$ cat src/rtl/blm_pkg.sv
`timescale 1ns / 1ps
// shared types and constants for the battery level monitor
// no dependencies; every other rtl file refers to this package by scoped names
package blm_pkg;

  localparam int SAMPLE_W   = 12;
  localparam int RATIO_W    = 13;
  localparam int MV_W       = 16;
  localparam int PCT_W      = 7;
  localparam int FRAC_W     = 8;
  localparam int CFG_IDX_W  = 3;
  localparam int CFG_DATA_W = 16;

  // serial divider: quotient shift register, partial remainder, step count
  localparam int Q_W     = 12;
  localparam int REM_W   = 17;
  localparam int NBITS_W = 4;

  // serial multiplier and percentage numerator
  localparam int PROD_W   = SAMPLE_W + RATIO_W;
  localparam int SCALED_W = PROD_W - FRAC_W;
  localparam int NUM_W    = 24;

  localparam logic [NBITS_W-1:0] AVG_STEPS = 4'd12;
  localparam logic [NBITS_W-1:0] PCT_STEPS = 4'd7;
  localparam logic [NBITS_W-1:0] MUL_STEPS = 4'd13;

  localparam logic [PCT_W-1:0] PCT_EMPTY = 7'd0;
  localparam logic [PCT_W-1:0] PCT_FULL  = 7'd100;

  localparam logic [RATIO_W-1:0] RATIO_RST    = 13'd512;
  localparam logic [MV_W-1:0]    EMPTY_RST    = 16'd3300;
  localparam logic [MV_W-1:0]    FULL_RST     = 16'd4200;
  localparam logic [MV_W-1:0]    LOW_RST      = 16'd3500;
  localparam logic [MV_W-1:0]    CRITICAL_RST = 16'd3300;

  typedef enum logic [CFG_IDX_W-1:0] {
    CFG_RATIO    = 3'd0,
    CFG_EMPTY    = 3'd1,
    CFG_FULL     = 3'd2,
    CFG_LOW      = 3'd3,
    CFG_CRITICAL = 3'd4
  } cfg_idx_t;

  typedef enum logic [3:0] {
    S_IDLE,
    S_SUM,
    S_AVG_GO,
    S_AVG,
    S_MUL,
    S_PREP,
    S_PCT_GO,
    S_PCT,
    S_DONE
  } state_t;

  typedef struct packed {
    logic               start;
    logic [REM_W-1:0]   rem_init;
    logic [Q_W-1:0]     qin;
    logic [REM_W-1:0]   dvs;
    logic [NBITS_W-1:0] nbits;
  } div_req_t;

  typedef struct packed {
    logic                start;
    logic [SAMPLE_W-1:0] mcand;
    logic [RATIO_W-1:0]  mplr;
  } mul_req_t;

endpackage

$ cat src/rtl/blm_win.sv
`timescale 1ns / 1ps
// sample ring and running sum of the moving-average window
// depends on blm_pkg
module blm_win #(
  parameter int WINDOW_LEN = 16,
  parameter int SLOT_W     = 4,
  parameter int SUM_W      = 16
) (
  input  logic                          clk,
  input  logic                          rst_n,
  input  logic                          in_fire,
  input  logic [blm_pkg::SAMPLE_W-1:0]  in_sample,
  input  logic                          upd,
  output logic [SUM_W-1:0]              sum
);

  localparam logic [SLOT_W-1:0] LAST_SLOT = SLOT_W'(WINDOW_LEN - 1);

  logic [blm_pkg::SAMPLE_W-1:0] ring [WINDOW_LEN];
  logic [blm_pkg::SAMPLE_W-1:0] rd_r;
  logic [blm_pkg::SAMPLE_W-1:0] smp_r;
  logic [blm_pkg::SAMPLE_W-1:0] first_r, first_nxt;
  logic [blm_pkg::SAMPLE_W-1:0] old_val;
  logic [SLOT_W-1:0]            slot_r, slot_nxt;
  logic [SUM_W-1:0]             sum_r, sum_nxt;
  logic                         primed_r, primed_nxt;
  logic                         filled_r, filled_nxt;

  // slots are written in order, so before the first wrap the slot ahead is unwritten
  assign old_val = filled_r ? rd_r : first_r;

  always_ff @(posedge clk) begin
    if (in_fire) begin
      rd_r  <= ring[slot_r];
      smp_r <= in_sample;
    end
    if (upd) begin
      ring[slot_r] <= smp_r;
    end
  end

  always_comb begin
    sum_nxt    = sum_r;
    first_nxt  = first_r;
    slot_nxt   = slot_r;
    primed_nxt = primed_r;
    filled_nxt = filled_r;
    if (upd) begin
      if (!primed_r) begin
        // first sample stands for every slot
        sum_nxt   = SUM_W'(smp_r) * SUM_W'(WINDOW_LEN);
        first_nxt = smp_r;
      end else begin
        sum_nxt = sum_r - SUM_W'(old_val) + SUM_W'(smp_r);
      end
      primed_nxt = 1'b1;
      slot_nxt   = (slot_r == LAST_SLOT) ? '0 : slot_r + 1'b1;
      filled_nxt = filled_r | (slot_r == LAST_SLOT);
    end
  end

  always_ff @(posedge clk) begin
    if (!rst_n) begin
      sum_r    <= '0;
      first_r  <= '0;
      slot_r   <= '0;
      primed_r <= 1'b0;
      filled_r <= 1'b0;
    end else begin
      sum_r    <= sum_nxt;
      first_r  <= first_nxt;
      slot_r   <= slot_nxt;
      primed_r <= primed_nxt;
      filled_r <= filled_nxt;
    end
  end

  assign sum = sum_r;

endmodule

$ cat src/rtl/blm_div.sv
`timescale 1ns / 1ps
// bit-serial restoring divider, one quotient bit per cycle
// depends on blm_pkg; the caller preloads the upper dividend bits as remainder
module blm_div (
  input  logic                     clk,
  input  logic                     rst_n,
  input  blm_pkg::div_req_t        req,
  output logic                     done,
  output logic [blm_pkg::Q_W-1:0]  quot
);

  logic                         busy_r, busy_nxt;
  logic [blm_pkg::NBITS_W-1:0]  cnt_r, cnt_nxt;
  logic [blm_pkg::REM_W-1:0]    rem_r, rem_nxt;
  logic [blm_pkg::REM_W-1:0]    dvs_r, dvs_nxt;
  logic [blm_pkg::Q_W-1:0]      q_r, q_nxt;
  logic [blm_pkg::REM_W:0]      trial;
  logic                         fits;

  // remainder stays below the divisor, so the top bit of the trial is the borrow
  assign trial = {rem_r, q_r[blm_pkg::Q_W-1]} - {1'b0, dvs_r};
  assign fits  = !trial[blm_pkg::REM_W];
  assign done  = busy_r && (cnt_r == '0);
  assign quot  = q_r;

  always_comb begin
    busy_nxt = busy_r;
    cnt_nxt  = cnt_r;
    rem_nxt  = rem_r;
    dvs_nxt  = dvs_r;
    q_nxt    = q_r;
    if (req.start) begin
      busy_nxt = 1'b1;
      cnt_nxt  = req.nbits;
      rem_nxt  = req.rem_init;
      dvs_nxt  = req.dvs;
      q_nxt    = req.qin;
    end else if (busy_r) begin
      if (cnt_r != '0) begin
        cnt_nxt = cnt_r - 1'b1;
        rem_nxt = fits ? trial[blm_pkg::REM_W-1:0]
                       : {rem_r[blm_pkg::REM_W-2:0], q_r[blm_pkg::Q_W-1]};
        q_nxt   = {q_r[blm_pkg::Q_W-2:0], fits};
      end else begin
        busy_nxt = 1'b0;
      end
    end
  end

  always_ff @(posedge clk) begin
    if (!rst_n) begin
      busy_r <= 1'b0;
      cnt_r  <= '0;
    end else begin
      busy_r <= busy_nxt;
      cnt_r  <= cnt_nxt;
    end
  end

  always_ff @(posedge clk) begin
    rem_r <= rem_nxt;
    dvs_r <= dvs_nxt;
    q_r   <= q_nxt;
  end

endmodule

$ cat src/rtl/blm_mul.sv
`timescale 1ns / 1ps
// bit-serial shift-add multiplier, one multiplier bit per cycle
// depends on blm_pkg
module blm_mul (
  input  logic                        clk,
  input  logic                        rst_n,
  input  blm_pkg::mul_req_t           req,
  output logic                        done,
  output logic [blm_pkg::PROD_W-1:0]  prod
);

  logic                          busy_r, busy_nxt;
  logic [blm_pkg::NBITS_W-1:0]   cnt_r, cnt_nxt;
  logic [blm_pkg::PROD_W-1:0]    acc_r, acc_nxt;
  logic [blm_pkg::PROD_W-1:0]    mc_r, mc_nxt;
  logic [blm_pkg::RATIO_W-1:0]   mp_r, mp_nxt;

  assign done = busy_r && (cnt_r == '0);
  assign prod = acc_r;

  always_comb begin
    busy_nxt = busy_r;
    cnt_nxt  = cnt_r;
    acc_nxt  = acc_r;
    mc_nxt   = mc_r;
    mp_nxt   = mp_r;
    if (req.start) begin
      busy_nxt = 1'b1;
      cnt_nxt  = blm_pkg::MUL_STEPS;
      acc_nxt  = '0;
      mc_nxt   = blm_pkg::PROD_W'(req.mcand);
      mp_nxt   = req.mplr;
    end else if (busy_r) begin
      if (cnt_r != '0) begin
        cnt_nxt = cnt_r - 1'b1;
        acc_nxt = mp_r[0] ? acc_r + mc_r : acc_r;
        mc_nxt  = mc_r << 1;
        mp_nxt  = mp_r >> 1;
      end else begin
        busy_nxt = 1'b0;
      end
    end
  end

  always_ff @(posedge clk) begin
    if (!rst_n) begin
      busy_r <= 1'b0;
      cnt_r  <= '0;
    end else begin
      busy_r <= busy_nxt;
      cnt_r  <= cnt_nxt;
    end
  end

  always_ff @(posedge clk) begin
    acc_r <= acc_nxt;
    mc_r  <= mc_nxt;
    mp_r  <= mp_nxt;
  end

endmodule

$ cat src/rtl/battery_level_monitor_core.sv
`timescale 1ns / 1ps
// battery level monitor top: config registers, sequencer and result register
// depends on blm_pkg, blm_win, blm_div, blm_mul
//
//  channel | direction | handshake             | payload
//  --------+-----------+-----------------------+-----------------------------------
//  in      | input     | in_valid / in_ready   | in_sample_mv
//  out     | output    | out_valid / out_ready | out_battery_mv, out_charge_percent,
//          |           |                       | out_is_low, out_is_critical
//  cfg     | input     | cfg_valid / cfg_ready | cfg_index, cfg_data
//
// each item runs through the serial divider (12 steps for the average, 7 for the
// percentage, which is skipped when the percentage clamps) and the 13-step serial
// multiplier, one item in flight at a time.
// the next item is taken while a result still waits in the output register.
// cfg_ready is always high; reset is synchronous and restores register defaults.
module battery_level_monitor_core #(
  parameter int WINDOW_LEN = 16
) (
  input  logic                            clk,
  input  logic                            rst_n,
  input  logic                            in_valid,
  output logic                            in_ready,
  input  logic [blm_pkg::SAMPLE_W-1:0]    in_sample_mv,
  output logic                            out_valid,
  input  logic                            out_ready,
  output logic [blm_pkg::MV_W-1:0]        out_battery_mv,
  output logic [blm_pkg::PCT_W-1:0]       out_charge_percent,
  output logic                            out_is_low,
  output logic                            out_is_critical,
  input  logic                            cfg_valid,
  output logic                            cfg_ready,
  input  logic [blm_pkg::CFG_IDX_W-1:0]   cfg_index,
  input  logic [blm_pkg::CFG_DATA_W-1:0]  cfg_data
);

  localparam int SLOT_W = (WINDOW_LEN > 1) ? $clog2(WINDOW_LEN) : 1;
  localparam int SUM_W  = blm_pkg::SAMPLE_W + $clog2(WINDOW_LEN);

  blm_pkg::state_t state_r, state_nxt;

  logic [blm_pkg::RATIO_W-1:0] ratio_r;
  logic [blm_pkg::MV_W-1:0]    empty_r, full_r, low_mv_r, crit_mv_r;

  logic [SUM_W-1:0]               sum;
  logic                           in_fire;
  logic                           win_upd;
  blm_pkg::div_req_t              div_req;
  blm_pkg::mul_req_t              mul_req;
  logic                           div_done, mul_done;
  logic [blm_pkg::Q_W-1:0]        div_quot;
  logic [blm_pkg::PROD_W-1:0]     prod;
  logic [blm_pkg::SCALED_W-1:0]   scaled;
  logic [blm_pkg::MV_W-1:0]       sat_mv;
  logic [blm_pkg::NUM_W-1:0]      num;
  logic                           out_load;

  logic [blm_pkg::MV_W-1:0]  mv_r, diff_r, span_r;
  logic                      le_empty_r, ge_full_r, low_r, crit_r;
  logic [blm_pkg::PCT_W-1:0] pct_r;
  logic                      out_valid_r, out_valid_nxt;
  logic [blm_pkg::MV_W-1:0]  out_mv_r;
  logic [blm_pkg::PCT_W-1:0] out_pct_r;
  logic                      out_low_r, out_crit_r;

  assign in_fire   = in_valid && in_ready;
  assign cfg_ready = 1'b1;

  // configuration registers
  always_ff @(posedge clk) begin
    if (!rst_n) begin
      ratio_r   <= blm_pkg::RATIO_RST;
      empty_r   <= blm_pkg::EMPTY_RST;
      full_r    <= blm_pkg::FULL_RST;
      low_mv_r  <= blm_pkg::LOW_RST;
      crit_mv_r <= blm_pkg::CRITICAL_RST;
    end else if (cfg_valid && cfg_ready) begin
      unique case (cfg_index)
        blm_pkg::CFG_RATIO:    ratio_r   <= cfg_data[blm_pkg::RATIO_W-1:0];
        blm_pkg::CFG_EMPTY:    empty_r   <= cfg_data;
        blm_pkg::CFG_FULL:     full_r    <= cfg_data;
        blm_pkg::CFG_LOW:      low_mv_r  <= cfg_data;
        blm_pkg::CFG_CRITICAL: crit_mv_r <= cfg_data;
        default: ;
      endcase
    end
  end

  blm_win #(
    .WINDOW_LEN (WINDOW_LEN),
    .SLOT_W     (SLOT_W),
    .SUM_W      (SUM_W)
  ) u_win (
    .clk       (clk),
    .rst_n     (rst_n),
    .in_fire   (in_fire),
    .in_sample (in_sample_mv),
    .upd       (win_upd),
    .sum       (sum)
  );

  blm_div u_div (
    .clk   (clk),
    .rst_n (rst_n),
    .req   (div_req),
    .done  (div_done),
    .quot  (div_quot)
  );

  blm_mul u_mul (
    .clk   (clk),
    .rst_n (rst_n),
    .req   (mul_req),
    .done  (mul_done),
    .prod  (prod)
  );

  assign scaled = prod[blm_pkg::PROD_W-1:blm_pkg::FRAC_W];
  assign sat_mv = ((scaled >> blm_pkg::MV_W) != '0) ? '1 : scaled[blm_pkg::MV_W-1:0];

  // 200*diff + span, with 200 = 128 + 64 + 8
  assign num = (blm_pkg::NUM_W'(diff_r) << 7) + (blm_pkg::NUM_W'(diff_r) << 6)
             + (blm_pkg::NUM_W'(diff_r) << 3) + blm_pkg::NUM_W'(span_r);

  // next state
  always_comb begin
    state_nxt = state_r;
    unique case (state_r)
      blm_pkg::S_IDLE:   if (in_fire) state_nxt = blm_pkg::S_SUM;
      blm_pkg::S_SUM:    state_nxt = blm_pkg::S_AVG_GO;
      blm_pkg::S_AVG_GO: state_nxt = blm_pkg::S_AVG;
      blm_pkg::S_AVG:    if (div_done) state_nxt = blm_pkg::S_MUL;
      blm_pkg::S_MUL:    if (mul_done) state_nxt = blm_pkg::S_PREP;
      blm_pkg::S_PREP:   state_nxt = blm_pkg::S_PCT_GO;
      blm_pkg::S_PCT_GO: begin
        state_nxt = (le_empty_r || ge_full_r) ? blm_pkg::S_DONE : blm_pkg::S_PCT;
      end
      blm_pkg::S_PCT:    if (div_done) state_nxt = blm_pkg::S_DONE;
      blm_pkg::S_DONE:   if (!out_valid_r || out_ready) state_nxt = blm_pkg::S_IDLE;
      default:           state_nxt = blm_pkg::S_IDLE;
    endcase
  end

  // state outputs
  always_comb begin
    in_ready = 1'b0;
    win_upd  = 1'b0;
    div_req  = '0;
    mul_req  = '0;
    out_load = 1'b0;
    unique case (state_r)
      blm_pkg::S_IDLE: in_ready = 1'b1;
      blm_pkg::S_SUM:  win_upd = 1'b1;
      blm_pkg::S_AVG_GO: begin
        // sum < WINDOW_LEN * 4096, so the average fits in twelve quotient bits
        div_req.start    = 1'b1;
        div_req.rem_init = blm_pkg::REM_W'(sum >> blm_pkg::Q_W);
        div_req.qin      = sum[blm_pkg::Q_W-1:0];
        div_req.dvs      = blm_pkg::REM_W'(WINDOW_LEN);
        div_req.nbits    = blm_pkg::AVG_STEPS;
      end
      blm_pkg::S_AVG: begin
        mul_req.start = div_done;
        mul_req.mcand = div_quot;
        mul_req.mplr  = ratio_r;
      end
      blm_pkg::S_PCT_GO: begin
        // quotient stays below 128, so seven steps cover it
        div_req.start    = !(le_empty_r || ge_full_r);
        div_req.rem_init = blm_pkg::REM_W'(num >> blm_pkg::PCT_W);
        div_req.qin      = {num[blm_pkg::PCT_W-1:0], {(blm_pkg::Q_W - blm_pkg::PCT_W){1'b0}}};
        div_req.dvs      = {span_r, 1'b0};
        div_req.nbits    = blm_pkg::PCT_STEPS;
      end
      blm_pkg::S_DONE: out_load = !out_valid_r || out_ready;
      default: ;
    endcase
  end

  always_ff @(posedge clk) begin
    if (!rst_n) begin
      state_r <= blm_pkg::S_IDLE;
    end else begin
      state_r <= state_nxt;
    end
  end

  // result datapath
  always_ff @(posedge clk) begin
    if (state_r == blm_pkg::S_MUL && mul_done) begin
      mv_r <= sat_mv;
    end
    if (state_r == blm_pkg::S_PREP) begin
      diff_r     <= mv_r - empty_r;
      span_r     <= full_r - empty_r;
      le_empty_r <= mv_r <= empty_r;
      ge_full_r  <= mv_r >= full_r;
      low_r      <= mv_r <= low_mv_r;
      crit_r     <= mv_r <= crit_mv_r;
    end
    if (state_r == blm_pkg::S_PCT_GO) begin
      pct_r <= le_empty_r ? blm_pkg::PCT_EMPTY : blm_pkg::PCT_FULL;
    end
    if (state_r == blm_pkg::S_PCT && div_done) begin
      pct_r <= div_quot[blm_pkg::PCT_W-1:0];
    end
    if (out_load) begin
      out_mv_r   <= mv_r;
      out_pct_r  <= pct_r;
      out_low_r  <= low_r;
      out_crit_r <= crit_r;
    end
  end

  always_comb begin
    out_valid_nxt = out_valid_r;
    if (out_load) begin
      out_valid_nxt = 1'b1;
    end else if (out_ready) begin
      out_valid_nxt = 1'b0;
    end
  end

  always_ff @(posedge clk) begin
    if (!rst_n) begin
      out_valid_r <= 1'b0;
    end else begin
      out_valid_r <= out_valid_nxt;
    end
  end

  assign out_valid          = out_valid_r;
  assign out_battery_mv     = out_mv_r;
  assign out_charge_percent = out_pct_r;
  assign out_is_low         = out_low_r;
  assign out_is_critical    = out_crit_r;

  a_pct_range: assert property (@(posedge clk) disable iff (!rst_n)
    out_valid |-> out_charge_percent <= blm_pkg::PCT_FULL)
    else $error("charge percent above full scale");

  a_div_done_state: assert property (@(posedge clk) disable iff (!rst_n)
    div_done |-> (state_r == blm_pkg::S_AVG || state_r == blm_pkg::S_PCT))
    else $error("divider finished outside a divide state");

  a_mul_done_state: assert property (@(posedge clk) disable iff (!rst_n)
    mul_done |-> state_r == blm_pkg::S_MUL)
    else $error("multiplier finished outside the multiply state");

  a_pct_quot: assert property (@(posedge clk) disable iff (!rst_n)
    (state_r == blm_pkg::S_PCT && div_done) |-> div_quot[blm_pkg::PCT_W-1:0] <= blm_pkg::PCT_FULL)
    else $error("percentage quotient out of range");

endmodule
$ cat config.mk
export PLATFORM = sky130hd
export DESIGN_NAME = battery_level_monitor_core
export DESIGN_NICKNAME = d
export VERILOG_FILES = /design/src/rtl/blm_pkg.sv /design/src/rtl/blm_win.sv /design/src/rtl/blm_div.sv /design/src/rtl/blm_mul.sv /design/src/rtl/battery_level_monitor_core.sv
export SDC_FILE = /design/constraint.sdc
export NUM_CORES = 1
export LEC_CHECK = 0
export ABC_AREA = 1
export BUFFER_PORTS_ARGS = -buffer_cell sky130_fd_sc_hd__buf_4
export CORE_MARGIN = 4
export CORE_UTILIZATION = 55
export DETAILED_ROUTE_END_ITERATION = 10
export GPL_TIMING_DRIVEN = 0
export PLACE_DENSITY_LB_ADDON = 0.08
export SLEW_MARGIN = 20
export SYNTH_ARGS = -nofsm -noshare
export SYNTH_HDL_FRONTEND = slang
export SYNTH_HIERARCHICAL = 1
export SYNTH_SLANG_ARGS = --single-unit
$ cat constraint.sdc
create_clock -name clk -period 7.9 [get_ports clk]
set_input_delay 0.395 -clock clk [delete_from_list [all_inputs] [get_ports clk]]
set_output_delay 0.395 -clock clk [all_outputs]
set_load 0.03 [all_outputs]
# == Word-level counts from Yosys, hierarchy flattened ==
# Memory sizes are Yosys's and may differ from the RTL's. A register that Yosys moved wholly into a read port is not among the register bits.
# Index checks and enable logic that the tools add are counted.
# word_totals
wordCells,156
inputBits,36
register_bits,331
out_inout_bits,28
memories,1
mem_bits_rw,192
# memory_table
memory,depth,word_bits,read_ports,rd_clocked_by_memory_dff,write_ports,line,source
u_win.ring,16,12,1,1,1,blm_win.sv:19,logic [blm_pkg::SAMPLE_W-1:0] ring [WINDOW_LEN];
# classes
n_bitwise,3
magnitude_cmp,4
reduce_logical,34
eq_ne,18
n_addsub,12
n_mux,47
# op_table
op,count
51-bit one-hot mux with 2 select lines,1
12-bit two-way mux,7
17-bit two-way mux,4
4-bit two-way mux,13
16-bit less-or-equal comparator,3
13-bit two-way mux,3
4-bit one-hot mux with 9 select lines,1
16-bit subtractor,2
26-bit two-way mux,1
25-bit adder,1
23-bit by 22-bit adder with 24-bit output,1
24-bit by 16-bit adder with 24-bit output,1
24-bit by 19-bit adder with 24-bit output,1
7-bit two-way mux,3
2-bit AND reduction,9
18-bit by 17-bit subtractor with 18-bit output,1
16-bit by 12-bit adder with 16-bit output,1
"4-bit by 3-bit equality test with 1-bit output, second input constant",4
16-bit >= comparator,1
16-bit two-way mux,1
16-bit by 12-bit subtractor with 16-bit output,1
1-bit two-way mux,13
4-bit zero test,3
2-bit nonzero test,6
19 further kinds,36

# == Longest topological paths before layout ==
# Gate-level depths: netlist of the first run.
# depth
depth_word,6
depth_mapped,17
ltp_nobuf,17

# == Modules after synthesis ==
# The synthesis of the first run kept the hierarchy.
# modules_own_cells
mod,area_each_um2,cells_per_inst,seq_area_each_um2,instances
blm_win,11041.8,1022,7166.9,1
battery_level_monitor_core,10842.9,1354,4164.0,1
blm_mul,4541.9,714,1611.5,1
blm_div,3661.0,474,1481.4,1

# == Worst setup path after synthesis of the first run ==
# No wires, ideal clock.
# synth_path
kind,flip-flop to flip-flop
start,register diff_r[11] in the netlist's numbering
end,register u_div/rem_r[16] in the netlist's numbering (data pin)
required_ns,7.647
setup_ns,0.253
t_arrival_ns,2.586
setup_slack_ns,5.061
path_buffers,0
path_stages_with_launch,16
period_less_slack_ns,2.839
cell_sequence,edfxtp_1 > inv_1 > fa_1 > fa_1 > inv_1 > ha_1 > nand2_1 > inv_1 > a21oi_1 > nand3_1 > nand2_1 > nand3_1 > nand2_1 > nor2_1 > nand2_1 > nand2_1
# synth_lines
item,line,source
from (decl),battery_level_monitor_core.sv:58,"logic [blm_pkg::MV_W-1:0] mv_r, diff_r, span_r;"
from (signal assigned),battery_level_monitor_core.sv:194,diff_r <= mv_r - empty_r;
to (signal assigned),blm_div.sv:61,rem_r <= rem_nxt;
to (decl),blm_div.sv:14,"logic [blm_pkg::REM_W-1:0] rem_r, rem_nxt;"

==> flow_summary.toml, run 1 <==
[pwr]
p_leak_uw = 0.01515
cellPowerDensity_nw_per_um2 = 304.0
ir_worst_vdd_v = 0.0002790

[final_layout]
n_antenna_cell = 0
stdcell_count = 4445
n_fill_cell = 4639
layout_commonest_cell = "nand2_1"
layout_common_cells = "nand2_1, inv_1, nor2_1"
drive_above_1_share_pct = 9.709
syn2layout_area_growth_pct = 11.95
nNetsFinal = 3952

[yosys]
syn_inst = 3564
synth_cell_type_count = 54
synth_fa_ha_area_share_pct = 9.956
ys_seq_area_share_pct = 47.94
synth_top_family_by_area = "simple AND/OR/NAND/NOR gates"
synth-edff-count = 371
syn_area_per_cell_um2 = 8.442
syn-num-nets = 3816
synthMuxAreaShare_pct = 0
yosys_warnings = 6
synth-xor-area-share_pct = 1.310
synthSimpleGateAreaFrac_pct = 22.23
async_reset_ff_share_pct = 0
ys.flop_type = "edfxtp_1"
ys_ff_latch = 535
synth-compound-area-share_pct = 9.669
netlist_area_um2 = 30090

[clocking]
path_clk_slew_ns = 0.06
cts_buffers = 57
clock_path_buffers = 3
numClockSinks = 535
cts_tree = "built"
post_cts_buffers = 0
cts-root-buf = "clkbuf_16"
clk_latency_ns = 0.64
cts_resized = 0
htreeDepth = 2
cts.hold.buffers_added = 12

[worst_setup_path]
crit_path_start = "u_div/cnt_r[0]"
path_cells = "inv_1 > ha_1 > inv_1 > nor3_1 > inv_1 > nor2_1 > inv_1 > nor2_1 > clkbuf_1 > clkbuf_1 > nor2_1 > inv_1"
crit_type = "reg -> reg"
arrival_ns = 3.63
r2r_start = "u_div/cnt_r[0]"
slowest_stage = "inv_1"
critPathLaunchType = "register"
cp-end-kind = "register"
regToRegSetupSlack_ns = 4.52
critPathCapture = "u_mul/mc_r[4]"
crit_fanout = 25
critPathMaxStageDelay_ns = 0.72
reg2regPathDepth = 12
r2r-end = "u_mul/mc_r[4]"
crit_required_ns = 8.15
path_common_cell = "inv_1"

[status]
status = "complete, no violations"

[detailed_routing]
vias = 24150
wl_um = 80680
first_pass_iters = 7
wl_per_cell_um = 18.15
remaining_drc_errors = 0
vias_per_cell = 5.432
first_iter_violations = 1871
antenna_left = 0

[floorplanning]
coreArea_um2 = 54030
start_util_pct = 55.69
io_pins = 64
rows = 85
die_x_um = 241.9
dieArea_um2 = 58510
die_h_um = 241.9

[timing]
skew_ns = 0.02666
setup_viol = 0
tightestPinTransition_ns = 0.9536
fin_setup_tns_ns = 0
drv_slew = 0
hold_viol_final = 0
worst_slack_ns = 4.522
period_share_pct = 42.76
rsz0062_at_grt = "no"
final.min_clock_period_ns = 3.378
max_freq_ghz = 0.2960
relSlewSlack_pct = 36.36

[global_route]
grt_pass1_wl_um = 125600
antenna_found_initial = 0
grt_usage_pct = 26.84
grt.overflow.total = 0
grt_pass1_vias = 23170
grt_max_degree = 35

[placed_design]
io_buffers = 62
dpl_worst_slack_ns = 4.590
placedCellCount = 4325
place_hpwl_um = 60310
gp_congestion = 0.9446

[min_path]
hold_class = "in -> reg"

[job]
drv_cap = 0
==> state kept, by name, summed over array words and instances (netlist names), 12 cells and up <==
| name | cells |
|---|---|
| u_win/ring | 192 |
| u_mul/mc_r | 25 |
| u_mul/prod | 25 |
| u_div/dvs_r | 17 |
| u_div/rem_r | 17 |
| crit_mv_r | 16 |
| diff_r | 16 |
| empty_r | 16 |
| full_r | 16 |
| low_mv_r | 16 |
| mv_r | 16 |
| out_battery_mv | 16 |
| span_r | 16 |
| u_win/sum | 16 |
| ratio_r | 13 |
| u_mul/mp_r | 13 |
| u_div/quot | 12 |
| u_win/first_r | 12 |
| u_win/rd_r | 12 |
| u_win/smp_r | 12 |
==> report_power, final <==
group          total, µW  switching, µW  internal [µW]
Sequential          3710            262           3450
Clock               2860           1160           1700
Combinational       3670           2440           1230
Total              10200           3860           6380
==> per-layer routing <==
layer	up-vias	wire length (µm)	track usage, %
li1	11910	-	-
met1	11320	35340	36.51
met2	762	36990	43.80
met3	162	5675	5.069
met4	0	2675	8.673
met5	-	0	0
==> area by class of cell <==
| type | instances | area (µm²) | area share, % |
|---|---|---|---|
| buffer | 102 | 565.5 | 1.679 |
| clock inverter | 41 | 518.0 | 1.538 |
| sequential | 535 | 14420 | 42.82 |
| inverter | 559 | 2103 | 6.244 |
| timing repair buffer | 77 | 644.4 | 1.913 |
| clock buffer | 67 | 1494 | 4.435 |
| tap | 696 | 870.8 | 2.585 |
| multi-input combinational | 2368 | 13060 | 38.78 |
==> cells in the mapped netlist, drive strengths merged (2+ instances only) <==
master	n	area share, %
nand2	883	11
inv	559	7.0
nor2	408	5.3
edfxtp	371	37
o21ai	235	3.9
a21oi	198	3.4
ha	177	7.4
nand3	175	3.4
dfxtp	164	11
buf	57	1.3
o22ai	49	1.0
clkbuf	45	0.57
fa	39	2.6
nand4	29	0.60
xor2	29	0.84
nor3	28	0.61
or2	28	0.59
o211ai	22	0.55
xnor2	16	0.47
nand3b	11	0.27
a21o	10	0.25
a31oi	5	0.10
a22o	4	0.12
o21a	4	0.10
o21bai	4	0.10
and2	3	0.062
nor4	3	0.062
conb	2	0.025
nor3b	2	0.050
==> stage by stage <==
step	area [µm²]	hold WS (ns)	power, µW	util [%]
detailed placement	31540	0.4247	7377	58.38
finish	33680	0.07216	10240	62.34
global route	33680	0.05163	10880	62.34
global placement	31420	0.4071	7289	58.16
floorplan	30090	0.4003	6347	-
CTS	33670	0.04272	10260	62.33
==> worst min-delay path by stage <==
| stage | startpoint | end | slack [ns] | depth (start not counted) |
|---|---|---|---|---|
| floorplan | pct_r[0] | out_charge_percent[0] | 0.40 | 0 |
| detailed placement | low_r | out_is_low | 0.42 | 0 |
| global placement | crit_r | out_is_critical | 0.41 | 0 |
| global route | cfg_data[8] | low_mv_r[8] | 0.05 | 3 |
| finish | cfg_data[8] | low_mv_r[8] | 0.07 | 3 |
| CTS | cfg_data[8] | low_mv_r[8] | 0.04 | 3 |
==> worst max-delay path, delay by kind of cell, from the launching register on <==
kind / cells / cell delay [ns]
and+or+nand+nor: 4 / 0.61
adders and majority gates: 1 / 0.18
DFF: 1 / 0.34
buffers and inverters: 7 / 1.84
==> kinds of logic (layout without fill, tap and decap cells) <==
group,Yosys count,after routing
DFF,535,535
xor gates and xnor gates,45,45
AOI/OAI and AO/OA,535,535
adders and majority gates,216,216
buffers and inverters,661,846
other,2,2
and+or+nand+nor,1570,1570
No activity file was read; power rests on OpenSTA's default activity.
==> inputs of run 2 (changes only) <==
--- a/config.mk
+++ b/config.mk
@@ -5,7 +5,7 @@
 export SDC_FILE = /design/constraint.sdc
 export NUM_CORES = 1
 export LEC_CHECK = 0
-export ABC_AREA = 1
+export ABC_AREA = 0
 export BUFFER_PORTS_ARGS = -buffer_cell sky130_fd_sc_hd__buf_4
 export CORE_MARGIN = 4
 export CORE_UTILIZATION = 55
==> constraint.sdc (replaced) <==
create_clock -name clk -period 2.9 [get_ports clk]
set_input_delay 0.145 -clock clk [delete_from_list [all_inputs] [get_ports clk]]
set_output_delay 0.145 -clock clk [all_outputs]
set_load 0.03 [all_outputs]
==> run 2 against run 1 <==
Against the previous run:
- the run now ends with negative setup slack left
- flip-flop and latch count stayed put
- combinational power increased by 62%
- die area shrank 4.7%
- clock-buffer cell count increased by 2
- cell count shrank 22%
- first-iteration DRC count up 2.2%
- maximum frequency decreased by 3.8%
- cell area is 0.10% lower
- sequential share of layout area up 0.054 points
- synthesized cell count down 29%
- sequential power rose by 140%
- total power rose by 120%
- largest cell class unchanged
- highest routed layer unchanged
==> flow_summary.toml, run 2 <==
[worst_setup_path]
crit_fanout = 6
arrival_ns = 3.90
crit_type = "reg -> reg"
crit_required_ns = 3.29
r2r-end = "u_div/rem_r[15]"
r2r_start = "diff_r[9]"
critPathLaunchType = "register"
regToRegSetupSlack_ns = -0.61
cp-end-kind = "register"
reg2regPathDepth = 14

[timing]
setup_viol = 16
final.min_clock_period_ns = 3.513
worst_slack_ns = -0.6128
skew_ns = 0.04339
rsz0062_at_grt = "yes"
period_share_pct = 121.1
hold_viol_final = 0
max_freq_ghz = 0.2847
tightestPinTransition_ns = 1.018
relSlewSlack_pct = 31.39
drv_slew = 0
holdWs_ns = 0.03366

[job]
drv_cap = 0

[clocking]
numClockSinks = 535
path_clk_slew_ns = 0.07
clk_latency_ns = 0.65
cts_tree = "built"
htreeDepth = 2
cts-root-buf = "clkbuf_16"
clock_path_buffers = 3
cts_buffers = 56

[floorplanning]
dieArea_um2 = 55760
start_util_pct = 55.68
die_x_um = 236.1
io_pins = 64
rows = 83
coreArea_um2 = 51410
die_h_um = 236.1

[final_layout]
nNetsFinal = 2989
layout_commonest_cell = "edfxtp_1"
regArea_um2 = 14430
drive_above_1_share_pct = 18.82
layout_common_cells = "edfxtp_1, nand2_1, inv_1"
n_fill_cell = 3846
syn2layout_area_growth_pct = 17.55
n_antenna_cell = 0
stdcell_count = 3465
max_flop_register = "u_win/ring"
multiInputGateArea_um2 = 13670
finish.utilization_pct = 65.46
largest_reg_flops = 192

[global_route]
antenna_found_initial = 0
grt_pass1_wl_um = 114100
grt_usage_pct = 25.88
grt_max_degree = 27
grt.overflow.total = 0
grt_pass1_vias = 20160

[detailed_routing]
first_pass_iters = 7
vias_per_cell = 5.938
first_iter_violations = 1912
antenna_left = 0
wl_um = 75280
wl_per_cell_um = 21.72
vias = 20580
remaining_drc_errors = 0

[yosys]
synth_most_common_cell = "edfxtp_1"
ys_ff_latch = 535
ys.flop_type = "edfxtp_1"
syn_area_per_cell_um2 = 11.38
ys_seq_area_share_pct = 50.39
async_reset_ff_share_pct = 0
netlist_area_um2 = 28620
yosysTopAreaCell = "edfxtp_1"
synth_cell_type_count = 93
syn-num-nets = 2767
yosys_warnings = 6
yosys-top-cells-area = "edfxtp_1, dfxtp_1, ha_1"
synth_commonest_cells = "edfxtp_1, nand2_1, inv_1"
yosysTopAreaCellShare_pct = 38.92
synth-edff-count = 371
syn_inst = 2515

[placed_design]
gp_congestion = 0.9231
place_hpwl_um = 52040
io_buffers = 62
placedCellCount = 3261

[pwr]
power.share.clock_pct = 33.4
p_int_uw = 15740
seqPwrFrac_pct = 40.1
ir_worst_vdd_v = 0.0005648
cellPowerDensity_nw_per_um2 = 668.7
switching_share_pct = 30.05
p_leak_uw = 0.01303
pwr-share-comb_pct = 26.5
p_switching_uw = 6762

[min_path]
hp-start = "out_ready"
holdPathStages = 3
hold_class = "in -> reg"
hold_end = "out_valid"

[status]
violations = "negative setup slack"
status = "finished with violations"
==> run 2: worst max-delay path: stages (launching register included) <==
cell      delay [ns]
edfxtp_1        0.39
inv_2           0.11
fa_1            0.45
fa_1            0.52
inv_1           0.06
ha_4            0.26
buf_6           0.11
and4_4          0.26
nand2_1         0.07
a211o_1         0.29
a31oi_1         0.20
o22ai_1         0.14
mux2i_1         0.15
a22oi_1         0.20
o21ai_1         0.09
==> run 2: routing by layer <==
layer | vias up | GRT usage [%] | wire length (µm)
met5 | - | 0 | 0
met4 | 0 | 6.529 | 2052
met3 | 130 | 3.215 | 4773
met2 | 723 | 41.86 | 35440
met1 | 10180 | 37.60 | 33010
li1 | 9544 | - | -
==> run 2: kinds of logic after synthesis <==
group,count (synthesis),synth area share (%)
AND/OR/NAND/NOR,702,11.80
AO/OA/AOI/OAI,541,12.76
flip-flops,535,50.39
buffers and inverters,313,4.598
adder cells (fa/ha/maj),216,10.46
multiplexers,124,7.453
XOR/XNOR,82,2.509
other,2,0.02624
==> run 2: stage by stage <==
step                      power (µW)  worst slack [ns]  TNS, ns  instance area [µm²]
final                          22500           -0.6128   -5.619                33650
after global routing           23370           -0.8242   -8.709                33650
after CTS                      21810           -0.6471   -5.009                33070
after detailed placement       13840           -0.8206   -90.23                30200
after global placement         13690           -0.9653  -163.94                30070
after floorplan                12550           -0.5555   -2.270                28760
==> run 2: layout make-up <==
cell class	instances	share of cell area, %
Buffer	97	1.595
Tap cell	680	2.529
Sequential cell	535	42.88
Timing Repair Buffer	162	4.235
Inverter	216	2.417
Clock inverter	37	1.409
Clock buffer	69	4.310
Multi-Input combinational cell	1669	40.63
==> run 2: power groups by stage <==
| stage | Sequential, µW | Combinational [µW] | Clock, µW |
|---|---|---|---|
| 2_1_floorplan | 9090 | 3460 | 0 |
| 3_3_place_gp | 9250 | 4440 | 0 |
| 3_5_place_dp | 9270 | 4570 | 0 |
| 4_1_cts | 9020 | 5160 | 7630 |
| 5_1_grt | 9050 | 6370 | 7950 |
| 6_report | 9020 | 5960 | 7520 |
==> run 2: worst max-delay path by stage <==
stage | from | end
3_5_place_dp | diff_r[10] | u_div/rem_r[13]
2_1_floorplan | diff_r[12] | u_div/rem_r[13]
5_1_grt | diff_r[7] | u_div/rem_r[15]
4_1_cts | diff_r[9] | u_div/rem_r[13]
6_report | diff_r[9] | u_div/rem_r[15]
3_3_place_gp | state_r[3] | u_div/rem_r[16]
==> run 2: repair_timing <==
| action | 4_1_cts | 5_1_grt |
|---|---|---|
| gates resized for setup | 89 | 95 |
| hold buffers | 33 | 0 |
| endpoints found under the hold margin | 100 | 0 |
| setup buffers | 36 | 26 |
| endpoints found under the setup margin | 292 | 259 |
| cloned | 2 | 1 |
| pin swaps | 26 | 56 |
==> inputs of run 3 (changes only) <==
--- a/config.mk
+++ b/config.mk
@@ -7,7 +7,6 @@
 export LEC_CHECK = 0
 export ABC_AREA = 0
 export BUFFER_PORTS_ARGS = -buffer_cell sky130_fd_sc_hd__buf_4
-export CORE_MARGIN = 4
 export CORE_UTILIZATION = 55
 export DETAILED_ROUTE_END_ITERATION = 10
 export GPL_TIMING_DRIVEN = 0
==> run 3 against run 2 <==
Against the previous run:
- the flow still finishes with violations (negative setup slack)
- cell count barely moved
- maximum frequency fell by 2.5%
- sequential share of layout area grew 0.089 points
- largest power group unchanged
- critical path type unchanged
- clock-buffer cell count up 1
- critical path depth down 1
- clock skew shrank 0.018 ns
==> flow_summary.toml, run 3 (synthesis gave the netlist of run 2 again) <==
[final_layout]
drive_above_1_share_pct = 18.68
finish.utilization_pct = 65.32
n_antenna_cell = 0
layout_common_cells = "edfxtp_1, nand2_1, inv_1"
syn2layout_area_growth_pct = 17.30
nNetsFinal = 2987
stdcell_count = 3463
largest_reg_flops = 192
layout_commonest_cell = "edfxtp_1"
max_flop_register = "u_win/ring"

[detailed_routing]
first_pass_iters = 5
wl_per_cell_um = 21.29
first_iter_violations = 1636
vias = 20400
wl_um = 73730
antenna_left = 0
remaining_drc_errors = 0
vias_per_cell = 5.892

[clocking]
cts_tree = "built"
htreeDepth = 2
path_clk_slew_ns = 0.07
clk_latency_ns = 0.62
numClockSinks = 535
clock_path_buffers = 3
cts_buffers = 56
cts-root-buf = "clkbuf_16"

[floorplanning]
start_util_pct = 55.68
die_h_um = 230.1
coreArea_um2 = 51410
rows = 83
die_x_um = 230.1
io_pins = 64
dieArea_um2 = 52960

[timing]
relSlewSlack_pct = 41.17
rsz0062_at_grt = "yes"
tightestPinTransition_ns = 0.8817
drv_slew = 0
period_share_pct = 124.3
fin_setup_tns_ns = -5.893
skew_ns = 0.02497
hold_viol_final = 0
final.min_clock_period_ns = 3.604
worst_slack_ns = -0.7042
setup_viol = 16
max_freq_ghz = 0.2775

[pwr]
pwr-share-comb_pct = 26.3
p_int_uw = 15650
p_leak_uw = 0.01304
power.share.clock_pct = 33.2
p_switching_uw = 6634
switching_share_pct = 29.78
power.total_uw = 22280
seqPwrFrac_pct = 40.5
ir_worst_vdd_v = 0.0005267
cellPowerDensity_nw_per_um2 = 663.5

[worst_setup_path]
crit_type = "reg -> reg"
cp-end-kind = "register"
path_cells = "inv_2 > fa_1 > inv_1 > fa_1 > ha_4 > o211ai_1 > o21a_2 > buf_4 > a211oi_2 > o31a_1 > nor3_2 > nor3_2 > a221o_1"
critPathMaxStageDelay_ns = 0.53
slowest_stage = "fa_1"
arrival_ns = 3.97
critPathTopFamily = "adder cells"
crit_fanout = 4
crit_required_ns = 3.27
critPathLaunchType = "register"
critPathBufInv = 3

[global_route]
grt_pass1_wl_um = 112600
grt_usage_pct = 27.49
antenna_found_initial = 0
grt_max_degree = 27
grt.overflow.total = 0
grt_pass1_vias = 19960

[placed_design]
place_hpwl_um = 51790
gp_congestion = 0.9352
io_buffers = 62
placedCellCount = 3261
dpl_worst_slack_ns = -0.7541

[min_path]
hold_class = "in -> reg"

[status]
violations = "negative setup slack"
status = "finished with violations"

[job]
drv_cap = 0
==> run 3: changes by cell type in the layout (fill, tap and decap cells not counted), sizes merged <==
| cell | change |
|---|---|
| dlygate4sd3 | +3 |
| clkinv | +1 |
| bufinv | -3 |
| and2 | -1 |
| buf | -4 |
| clkbuf | +1 |
| inv | +3 |
| clkinvlp | -2 |
==> run 3: layout make-up <==
cell class	count	area (µm²)
inverters	216	810.8
clock inverters	36	391.6
plain buffers	96	524.3
multi-input cells	1668	13610
flip-flops and latches	535	14430
well taps	680	850.8
repair buffers	162	1451
fillers	3970	17830
clock buffers	70	1515
==> run 3: metrics by stage <==
stage | hold WS, ns | area (µm²)
6_report | 0.1921 | 33580
5_1_grt | 0.2005 | 33580
4_1_cts | 0.1388 | 33070
3_5_place_dp | 0.3245 | 30180
3_3_place_gp | 0.3229 | 30070
2_1_floorplan | 0.2439 | 28760
==> run 3: per-layer routing <==
| layer | GRT usage, % | wire length, µm | up-vias |
|---|---|---|---|
| li1 | - | - | 9544 |
| met1 | 38.87 | 32670 | 10170 |
| met2 | 45.00 | 35050 | 591 |
| met3 | 3.646 | 4399 | 100 |
| met4 | 6.498 | 1604 | 0 |
| met5 | 0 | 0 | - |
==> run 3: tightest hold or removal path, delay by kind of cell <==
family | cells | cell delay [ns]
simple gates | 2 | 0.46
buf+inv | 1 | 0.09
compound gates | 1 | 0.07
==> run 3: timing repair <==
action,4_1_cts,5_1_grt
resized for setup,96,75
cloned,1,0
pin swaps,36,64
endpoints found under the setup margin,289,273
setup buffers,33,27
hold endpoints to repair,101,0
hold buffers,36,0
==> run 3: worst paths after layout <==
kind	start	end	slack, ns	cells past startpoint
worst max-delay path	diff_r[0]	u_div/rem_r[13]	-0.70	13
worst min-delay path	cfg_valid	crit_mv_r[15]	0.19	4
worst max register to register	diff_r[0]	u_div/rem_r[13]	-0.70	13
worst min register to register	pct_r[2]	out_charge_percent[2]	0.42	0
==> run 3: power by group through the flow <==
| stage | sequential [µW] | clock, µW | combinational (µW) |
|---|---|---|---|
| detailed placement | 9270 | 0 | 4550 |
| global route | 9060 | 7810 | 6300 |
| finish | 9030 | 7390 | 5860 |
| floorplan | 9090 | 0 | 3460 |
| CTS | 9040 | 7500 | 5210 |
| global placement | 9260 | 0 | 4450 |
